**config.mk**
```make
export PLATFORM = sky130hd
export DESIGN_NAME = utf32_to_utf8_encoder_flat
export DESIGN_NICKNAME = d
export VERILOG_FILES = /design/src/hw/rtl/utf8e_pkg.sv /design/src/hw/rtl/utf8e_ifs.sv /design/src/hw/rtl/utf32_to_utf8_encoder.sv /design/src/hw/rtl/utf8e_cfg.sv /design/src/hw/rtl/utf8e_encode.sv /design/src/flat_wrapper.sv
export SDC_FILE = /design/constraint.sdc
export NUM_CORES = 1
export LEC_CHECK = 0
export ABC_AREA = 1
export BUFFER_PORTS_ARGS = -buffer_cell sky130_fd_sc_hd__buf_2
export CAP_MARGIN = 40
export CORE_MARGIN = 4
export CORE_UTILIZATION = 40
export DETAILED_ROUTE_END_ITERATION = 12
export PLACE_DENSITY_LB_ADDON = 0.05
export SKIP_LAST_GASP = 1
export SLEW_MARGIN = 20
export SYNTH_ARGS = -nofsm -noshare
export SYNTH_HDL_FRONTEND = slang
export SYNTH_HIERARCHICAL = 1
export SYNTH_SLANG_ARGS = --single-unit
```
**constraint.sdc**
```tcl
create_clock -name i_clk -period 11.7 [get_ports i_clk]
set_input_delay 0 -clock i_clk [delete_from_list [all_inputs] [get_ports i_clk]]
set_output_delay 0 -clock i_clk [all_outputs]
set_load 0.05 [all_outputs]
```
**src/hw/rtl/utf8e_pkg.sv**
```systemverilog
// types and constants of the utf-32 to utf-8 encoder
package utf8e_pkg;

    typedef enum logic [1:0] {
        ST_OK       = 2'd0,
        ST_INVALID  = 2'd1,
        ST_NO_SPACE = 2'd2,
        ST_TERM     = 2'd3
    } t_status;

    typedef enum logic [1:0] {
        CFG_VALIDATE   = 2'd0,
        CFG_COUNT_ONLY = 2'd1,
        CFG_ZERO_TERM  = 2'd2,
        CFG_OUT_CAP    = 2'd3
    } t_cfg_idx;

    typedef struct packed {
        logic        validate;
        logic        count_only;
        logic        zero_terminates;
        logic [31:0] out_capacity;
    } t_cfg;

    localparam t_cfg CFG_RESET = '{
        validate:        1'b1,
        count_only:      1'b0,
        zero_terminates: 1'b0,
        out_capacity:    32'hFFFF_FFFF
    };

    typedef struct packed {
        logic [7:0] b0;
        logic [7:0] b1;
        logic [7:0] b2;
        logic [7:0] b3;
        logic [2:0] nbytes;
        logic       bad;
    } t_enc;

    typedef struct packed {
        logic [7:0]  byte_0;
        logic [7:0]  byte_1;
        logic [7:0]  byte_2;
        logic [7:0]  byte_3;
        logic [2:0]  byte_count;
        t_status     status;
        logic [2:0]  shortfall;
        logic [31:0] total_bytes;
        logic        done_res;
    } t_res;

    localparam logic [15:0] SURR_BASE    = 16'hD800;
    localparam logic [15:0] NONCHAR_LO   = 16'hFDD0;
    localparam logic [15:0] NONCHAR_HI   = 16'hFDEF;
    localparam logic [15:0] RESERVED_LOW = 16'hFFFE;
    localparam logic [31:0] CP_LIMIT     = 32'h0011_0000;
    localparam logic [7:0]  LEAD2        = 8'hC0;
    localparam logic [7:0]  LEAD3        = 8'hE0;
    localparam logic [7:0]  LEAD4        = 8'hF0;
    localparam logic [7:0]  CONT_MARK    = 8'h80;
    localparam logic [5:0]  CONT_MASK    = 6'h3F;

endpackage

```
**src/hw/rtl/utf8e_ifs.sv**
```systemverilog
// channel interfaces: configuration writes, input words, encoded results
interface utf8e_cfg_if;
    logic        valid;
    logic        ready;
    logic [1:0]  index;
    logic [31:0] data;

    modport source (output valid, output index, output data, input ready);
    modport sink   (input valid, input index, input data, output ready);
endinterface

interface utf8e_in_if;
    logic        valid;
    logic        ready;
    logic [31:0] code_point;
    logic        restart;
    logic        final_req;

    modport source (output valid, output code_point, output restart, output final_req,
                    input ready);
    modport sink   (input valid, input code_point, input restart, input final_req,
                    output ready);
endinterface

interface utf8e_out_if;
    logic        valid;
    logic        ready;
    logic [7:0]  byte_0;
    logic [7:0]  byte_1;
    logic [7:0]  byte_2;
    logic [7:0]  byte_3;
    logic [2:0]  byte_count;
    logic [1:0]  status;
    logic [2:0]  shortfall;
    logic [31:0] total_bytes;
    logic        done_res;

    modport source (output valid, output byte_0, output byte_1, output byte_2,
                    output byte_3, output byte_count, output status, output shortfall,
                    output total_bytes, output done_res, input ready);
    modport sink   (input valid, input byte_0, input byte_1, input byte_2,
                    input byte_3, input byte_count, input status, input shortfall,
                    input total_bytes, input done_res, output ready);
endinterface

```
**src/hw/rtl/utf32_to_utf8_encoder.sv**
```systemverilog
// utf-32 to utf-8 encoder top level
// Takes one UTF-32 word per input beat and returns one result beat holding its
// UTF-8 bytes (up to four), the byte count, a status, a shortfall and the
// running byte total. A word passes an input register and then a result register
// before its result is offered; one word can be accepted every cycle unless the
// result side stalls. The running byte total and halt status are updated as each
// word moves into the result register. Validation, count-only, zero-terminated
// mode and the output buffer size are set through the configuration channel;
// the user must set them only while no word is in flight, as the block itself
// does not enforce it. After an invalid word, a full buffer or a terminator the
// block reports the same status on every word until one arrives with restart
// set.
module utf32_to_utf8_encoder import utf8e_pkg::*; #(
    parameter int unsigned TOTAL_BITS = 32
) (
    input  logic          i_clk,
    input  logic          i_rst_n,
    utf8e_cfg_if.sink     i_cfg,
    utf8e_in_if.sink      i_in,
    utf8e_out_if.source   o_out
);

    localparam int unsigned CMP_W = (TOTAL_BITS > 32) ? TOTAL_BITS : 32;

    t_cfg                    cfg;
    t_enc                    enc;

    logic                    r_in_vld;
    logic [31:0]             r_code;
    logic                    r_restart;
    logic                    r_final;
    logic [TOTAL_BITS-1:0]   r_total;
    t_status                 r_halt;
    logic                    r_out_vld;
    t_res                    r_res;

    logic [TOTAL_BITS-1:0]   n_total;
    t_status                 n_halt;
    t_res                    n_res;

    logic                    adv;
    t_status                 halt_cur;
    logic [TOTAL_BITS-1:0]   tot_cur;
    logic [CMP_W:0]          tot_w;
    logic [CMP_W:0]          cap_w;
    logic [CMP_W:0]          sum_w;
    logic [CMP_W:0]          diff_w;
    logic [CMP_W-1:0]        tot_out;
    logic                    over;
    logic                    full;
    logic                    term;
    logic [2:0]              cnt;

    utf8e_cfg u_cfg (
        .i_clk   (i_clk),
        .i_rst_n (i_rst_n),
        .i_cfg   (i_cfg),
        .o_cfg   (cfg)
    );

    utf8e_encode u_encode (
        .i_code_point (r_code),
        .i_validate   (cfg.validate),
        .o_enc        (enc)
    );

    assign adv        = r_in_vld && (!r_out_vld || o_out.ready);
    assign i_in.ready = !r_in_vld || adv;

    assign halt_cur = r_restart ? ST_OK : r_halt;
    assign tot_cur  = r_restart ? '0 : r_total;
    assign tot_w    = (CMP_W + 1)'(tot_cur);
    assign cap_w    = (CMP_W + 1)'(cfg.out_capacity);
    assign sum_w    = tot_w + (CMP_W + 1)'(enc.nbytes);
    assign diff_w   = sum_w - cap_w;
    assign over     = (sum_w > cap_w);
    assign full     = (tot_w >= cap_w);
    assign term     = cfg.zero_terminates && (r_code == '0);

    always_comb begin
        n_res = '0;
        cnt   = '0;
        priority if (halt_cur != ST_OK) begin
            n_res.status = halt_cur;
        end else if (enc.bad) begin
            n_res.status = ST_INVALID;
        end else if (!cfg.count_only && over) begin
            n_res.status    = ST_NO_SPACE;
            n_res.shortfall = full ? enc.nbytes : diff_w[2:0];
        end else begin
            cnt = (term && !cfg.count_only) ? 3'd0 : enc.nbytes;
            if (term) begin
                n_res.status = ST_TERM;
            end
        end
        n_total  = tot_cur + TOTAL_BITS'(cnt);
        n_halt   = n_res.status;
        tot_out  = CMP_W'(n_total);
        n_res.byte_count  = cnt;
        n_res.total_bytes = tot_out[31:0];
        n_res.done_res    = (n_res.status != ST_OK) || (!cfg.zero_terminates && r_final);
        if (!cfg.count_only && (cnt != 3'd0)) begin
            n_res.byte_0 = enc.b0;
            n_res.byte_1 = enc.b1;
            n_res.byte_2 = enc.b2;
            n_res.byte_3 = enc.b3;
        end
    end

    always_ff @(posedge i_clk) begin
        if (!i_rst_n) begin
            r_in_vld  <= 1'b0;
            r_out_vld <= 1'b0;
            r_total   <= '0;
            r_halt    <= ST_OK;
        end else begin
            if (i_in.ready) begin
                r_in_vld <= i_in.valid;
            end
            if (adv) begin
                r_out_vld <= 1'b1;
                r_total   <= n_total;
                r_halt    <= n_halt;
            end else if (o_out.ready) begin
                r_out_vld <= 1'b0;
            end
        end
    end

    always_ff @(posedge i_clk) begin
        if (i_in.valid && i_in.ready) begin
            r_code    <= i_in.code_point;
            r_restart <= i_in.restart;
            r_final   <= i_in.final_req;
        end
        if (adv) begin
            r_res <= n_res;
        end
    end

    assign o_out.valid       = r_out_vld;
    assign o_out.byte_0      = r_res.byte_0;
    assign o_out.byte_1      = r_res.byte_1;
    assign o_out.byte_2      = r_res.byte_2;
    assign o_out.byte_3      = r_res.byte_3;
    assign o_out.byte_count  = r_res.byte_count;
    assign o_out.status      = r_res.status;
    assign o_out.shortfall   = r_res.shortfall;
    assign o_out.total_bytes = r_res.total_bytes;
    assign o_out.done_res    = r_res.done_res;

endmodule

```
**src/hw/rtl/utf8e_cfg.sv**
```systemverilog
// configuration register file of the encoder
module utf8e_cfg import utf8e_pkg::*; (
    input  logic       i_clk,
    input  logic       i_rst_n,
    utf8e_cfg_if.sink  i_cfg,
    output t_cfg       o_cfg
);

    t_cfg r_cfg;
    t_cfg n_cfg;

    assign i_cfg.ready = 1'b1;
    assign o_cfg       = r_cfg;

    always_comb begin
        n_cfg = r_cfg;
        if (i_cfg.valid) begin
            unique case (t_cfg_idx'(i_cfg.index))
                CFG_VALIDATE:   n_cfg.validate        = i_cfg.data[0];
                CFG_COUNT_ONLY: n_cfg.count_only      = i_cfg.data[0];
                CFG_ZERO_TERM:  n_cfg.zero_terminates = i_cfg.data[0];
                CFG_OUT_CAP:    n_cfg.out_capacity    = i_cfg.data;
            endcase
        end
    end

    always_ff @(posedge i_clk) begin
        if (!i_rst_n) begin
            r_cfg <= CFG_RESET;
        end else begin
            r_cfg <= n_cfg;
        end
    end

endmodule

```
**src/hw/rtl/utf8e_encode.sv**
```systemverilog
// utf-8 byte forming and code point checks for one word
module utf8e_encode import utf8e_pkg::*; (
    input  logic [31:0] i_code_point,
    input  logic        i_validate,
    output t_enc        o_enc
);

    logic lt_2b;
    logic lt_3b;
    logic lt_4b;
    logic surrogate;
    logic nonchar;
    logic reserved;

    assign lt_2b     = (i_code_point[31:7] == '0);
    assign lt_3b     = (i_code_point[31:11] == '0);
    assign lt_4b     = (i_code_point[31:16] == '0);
    assign surrogate = (i_code_point[15:11] == SURR_BASE[15:11]);
    assign nonchar   = (i_code_point[15:0] >= NONCHAR_LO) && (i_code_point[15:0] <= NONCHAR_HI);
    assign reserved  = (i_code_point[15:1] == RESERVED_LOW[15:1]);

    always_comb begin
        o_enc = '0;
        priority if (lt_2b) begin
            o_enc.nbytes = 3'd1;
            o_enc.b0     = i_code_point[7:0];
        end else if (lt_3b) begin
            o_enc.nbytes = 3'd2;
            o_enc.b0     = LEAD2 | {3'b000, i_code_point[10:6]};
            o_enc.b1     = CONT_MARK | {2'b00, i_code_point[5:0] & CONT_MASK};
        end else if (lt_4b) begin
            o_enc.nbytes = 3'd3;
            o_enc.bad    = i_validate && (surrogate || nonchar || reserved);
            o_enc.b0     = LEAD3 | {4'b0000, i_code_point[15:12]};
            o_enc.b1     = CONT_MARK | {2'b00, i_code_point[11:6] & CONT_MASK};
            o_enc.b2     = CONT_MARK | {2'b00, i_code_point[5:0] & CONT_MASK};
        end else begin
            o_enc.nbytes = 3'd4;
            o_enc.bad    = i_validate && ((i_code_point >= CP_LIMIT) || reserved);
            o_enc.b0     = LEAD4 | {5'b00000, i_code_point[20:18]};
            o_enc.b1     = CONT_MARK | {2'b00, i_code_point[17:12] & CONT_MASK};
            o_enc.b2     = CONT_MARK | {2'b00, i_code_point[11:6] & CONT_MASK};
            o_enc.b3     = CONT_MARK | {2'b00, i_code_point[5:0] & CONT_MASK};
        end
    end

endmodule

```
**src/flat_wrapper.sv**
```systemverilog
// flat-port wrapper written by rule: the top's interface ports become plain ports
module utf32_to_utf8_encoder_flat import utf8e_pkg::*;
#(
    parameter int unsigned TOTAL_BITS = 32
)
  (i_clk, i_rst_n, i_cfg_valid, i_cfg_index, i_cfg_data, i_cfg_ready, i_in_valid, i_in_code_point, i_in_restart, i_in_final_req, i_in_ready, o_out_valid, o_out_byte_0, o_out_byte_1, o_out_byte_2, o_out_byte_3, o_out_byte_count, o_out_status, o_out_shortfall, o_out_total_bytes, o_out_done_res, o_out_ready);
  utf8e_cfg_if i_cfg_i ();
  utf8e_in_if i_in_i ();
  utf8e_out_if o_out_i ();
  input  logic i_clk;
  input  logic i_rst_n;
  input wire logic [$bits(i_cfg_i.valid)-1:0] i_cfg_valid;
  input wire logic [$bits(i_cfg_i.index)-1:0] i_cfg_index;
  input wire logic [$bits(i_cfg_i.data)-1:0] i_cfg_data;
  output wire logic [$bits(i_cfg_i.ready)-1:0] i_cfg_ready;
  input wire logic [$bits(i_in_i.valid)-1:0] i_in_valid;
  input wire logic [$bits(i_in_i.code_point)-1:0] i_in_code_point;
  input wire logic [$bits(i_in_i.restart)-1:0] i_in_restart;
  input wire logic [$bits(i_in_i.final_req)-1:0] i_in_final_req;
  output wire logic [$bits(i_in_i.ready)-1:0] i_in_ready;
  output wire logic [$bits(o_out_i.valid)-1:0] o_out_valid;
  output wire logic [$bits(o_out_i.byte_0)-1:0] o_out_byte_0;
  output wire logic [$bits(o_out_i.byte_1)-1:0] o_out_byte_1;
  output wire logic [$bits(o_out_i.byte_2)-1:0] o_out_byte_2;
  output wire logic [$bits(o_out_i.byte_3)-1:0] o_out_byte_3;
  output wire logic [$bits(o_out_i.byte_count)-1:0] o_out_byte_count;
  output wire logic [$bits(o_out_i.status)-1:0] o_out_status;
  output wire logic [$bits(o_out_i.shortfall)-1:0] o_out_shortfall;
  output wire logic [$bits(o_out_i.total_bytes)-1:0] o_out_total_bytes;
  output wire logic [$bits(o_out_i.done_res)-1:0] o_out_done_res;
  input wire logic [$bits(o_out_i.ready)-1:0] o_out_ready;
  assign i_cfg_i.valid = i_cfg_valid;
  assign i_cfg_i.index = i_cfg_index;
  assign i_cfg_i.data = i_cfg_data;
  assign i_cfg_ready = i_cfg_i.ready;
  assign i_in_i.valid = i_in_valid;
  assign i_in_i.code_point = i_in_code_point;
  assign i_in_i.restart = i_in_restart;
  assign i_in_i.final_req = i_in_final_req;
  assign i_in_ready = i_in_i.ready;
  assign o_out_valid = o_out_i.valid;
  assign o_out_byte_0 = o_out_i.byte_0;
  assign o_out_byte_1 = o_out_i.byte_1;
  assign o_out_byte_2 = o_out_i.byte_2;
  assign o_out_byte_3 = o_out_i.byte_3;
  assign o_out_byte_count = o_out_i.byte_count;
  assign o_out_status = o_out_i.status;
  assign o_out_shortfall = o_out_i.shortfall;
  assign o_out_total_bytes = o_out_i.total_bytes;
  assign o_out_done_res = o_out_i.done_res;
  assign o_out_i.ready = o_out_ready;
  utf32_to_utf8_encoder #(.TOTAL_BITS(TOTAL_BITS)) u_core (.i_clk(i_clk), .i_rst_n(i_rst_n), .i_cfg(i_cfg_i), .i_in(i_in_i), .o_out(o_out_i));
endmodule
```
==> reports/metrics.cfg <==
[run_status]
status = complete, no violations

[hold_path]
hold_depth = 2
hold_end = u_core/u_cfg/o_cfg[2]
hold_class = primary input to flip-flop
min-delay-start = i_rst_n

[critical_path]
crit_path_top_delay_cell = fa_1
max_stage_delay_ps = 410
critPathLaunchType = flip-flop
cp.arrival_ps = 7850
cpMostUsedCell = nand2_1
cp_max_fo = 14
r2r_cells = 51
timing.rr.end = u_core/r_total[30]
required_ps = 12080
rrSetupSlack_ps = 4230
crit_path_end_kind = flip-flop
r2r_start = u_core/r_code[30]
path_class = flip-flop to flip-flop

[clock_tree]
clk_pin_slew_worst_paths_ps = 80
h-tree-depth = 4
root_buffer = clkbuf_16
cts_resized = 0
cts_setup_buffers = 0
clk-insertion-delay-late_ps = 440
cts.path.max_buffers = 2
clock-sinks = 178
cts_tree = yes
cts-buffers-inserted = 17

[route]
avgRoutedWirePerCell_microns = 16.7
drtIter0Drc = 636
first_pass_iters = 5
drt-vias-per-instance = 4.89
ant_nets = 0
route.detailed.drc = 0
drt_wl_total_microns = 30600
vias = 8982

[synth]
synth_top_area_cell = edfxtp_1
yosysUniqueCellTypes = 52
ys_ff_latch = 178
synth_warnings = 6
ys.flop_type = edfxtp_1
synth_edf_count = 107
syn-instance-count = 1286
synth.area.top_cells = edfxtp_1 (29%), dfxtp_1 (13%), ha_1 (7.6%)
synthesis.area_sq_um = 11000
avgSynthCellArea_sq_um = 8.55
yosysMostFrequentCell = inv_1
async_flop_share_pct = 0
synthTopCellsByCount = inv_1 (208), nand2_1 (193), nor2_1 (116), edfxtp_1 (107), dfxtp_1 (71)
ys_seq_area_share_pct = 42.1
netlist.area_leader.share_pct = 29.2

[timing]
rsz0062_at_grt = no
period_needed_ps = 7470
max_freq_ghz = 0.134
slew_violations = 0
relSlewSlack_pct = 50.9
tightest_slew_ps = 736
hold_slack_ps = 97.8
fin_crit_sh_pct = 63.8
fin_setup_tns_ps = 0
hold_viol_final = 0
fin_skew_ps = 14.0
setup_viol = 0

[cells_and_area]
layout-drive-gt1-share_pct = 21.6
area_growth_pct = 20.3
multi_input_area_sq_um = 5190
seq_area_sq_um = 4640
layout.nets = 1623
n_fill_cell = 2675
utilization_pct = 49.0
num_antenna_cells = 0

[floorplan]
die_y_microns = 174
coreArea_sq_um = 27000
rows = 60
initial_utilization_pct = 40.7
dieWidth_microns = 174
io_pins = 149
dieArea_sq_um = 30200

[global_routing]
grt_pass1_vias = 8610
grt_pass1_wl_microns = 48500
grt_usage_pct = 20.3
grt_overflow = 0
antenna_found_initial = 0
grt_max_degree = 63

[placement]
gp_congestion = 0.896
port_buffers = 147
dp_hpwl_microns = 23400

[power]
power.leakage_nw = 6.39
p_per_area_nw_per_um2 = 116
power_mw = 1.54
peakVddDrop_v = 0.0000964

[flow_run]
drv_cap = 0

[metal layers]
layer,vias to the layer above,global-route usage (%),wire (microns)
met5,-,0,0
met4,0,3.23,195
met3,11,3.10,1730
met2,226,29.3,12500
met1,4153,32.3,16100
li1,4592,-,-
[critical path: cells and delay by family, from the launching register on]
kind	cells	cell delay, ps
AOI/OAI and AO/OA	3	480
buffers and inverters	9	710
and+or+nand+nor	32	4170
xor gates and xnor gates	2	340
DFF	1	390
adders and majority gates	5	1320
[sequential cells by signal, summed over array words and instances, names as in the netlist, 3 cells and up]
name / cells
u_core/u_cfg/o_cfg: 35
u_core/o_out.total_bytes: 32
u_core/r_code: 32
u_core/r_total: 32
u_core/o_out.byte_0: 8
u_core/o_out.byte_1: 8
u_core/o_out.byte_2: 8
u_core/o_out.byte_3: 8
u_core/o_out.byte_count: 3
u_core/o_out.shortfall: 3
[metrics by stage]
stage / cell area [sq um] / cells / worst slack, ps
4_1_cts: 13200 / 1835 / 4250
6_report: 13200 / 1835 / 4230
2_1_floorplan: 11000 / 1288 / 5670
3_3_place_gp: 11900 / 1732 / 4470
3_5_place_dp: 11900 / 1734 / 4320
5_1_grt: 13200 / 1835 / 3500
[cells in the final DEF (no fill, tap or decap), types with 4 or more instances in the layout]
cell             n
conb_1           4
o21ai_0         35
buf_2          147
nand4_1         48
or2_2            5
o21ai_1         10
a21oi_2          6
ha_1            67
nand3_1         68
nor3_2          40
clkbuf_16       17
nand2_1        192
nor2_4          21
a211oi_1         5
xor2_1          50
buf_4            6
xnor2_1          8
nor4_1           5
dfxtp_1         70
a21oi_1         66
nor3_1          25
clkinv_8         4
dlygate4sd3_1   69
inv_1          208
nor2_1         116
inv_2           13
nor2_2          19
edfxtp_1       107
nand2_2         14
[power by group]
group	switching (mW)	total [mW]	internal, mW
logic	0.146	0.217	0.0710
clock network	0.293	0.603	0.310
registers	0.0197	0.718	0.699
[how the worst max path moves through the flow]
stage                                 start                      endpoint  slack (ps)  cells after the start
after floorplan           u_core/r_code[18]  u_core/o_out.total_bytes[28]        5670                     46
after global routing      u_core/r_code[30]            u_core/r_total[28]        3500                     49
final                     u_core/r_code[30]            u_core/r_total[30]        4230                     51
after CTS                 u_core/r_code[30]            u_core/r_total[30]        4250                     51
after detailed placement  u_core/r_code[28]            u_core/r_total[30]        4320                     51
after global placement    u_core/r_code[28]            u_core/r_total[30]        4470                     51
[area by class of cell]
class | instances | area share, %
flip-flops and latches | 178 | 35.0
repair buffers | 224 | 11.5
inverters | 224 | 6.39
multi-input cells | 836 | 39.2
well taps | 341 | 3.22
clock buffers | 17 | 3.22
clock inverters | 15 | 1.46
[repair_timing]
action	4_1_cts	5_1_grt
endpoints found under the setup margin	0	0
hold endpoints to repair	71	0
hold buffers	69	0
[kinds of logic (layout without fill, tap and decap cells)]
family                     Yosys count  count (layout)  share of synthesized area, %
AOI/OAI and AO/OA                  137             137                          7.14
other                                2               4                        0.0683
adders and majority gates           70              70                          8.08
DFF                                178             178                          42.1
and+or+nand+nor                    566             566                          27.0
xor gates and xnor gates            59              59                          4.77
buffers and inverters              274             480                          10.8
(Power assumes the default switching activity.)
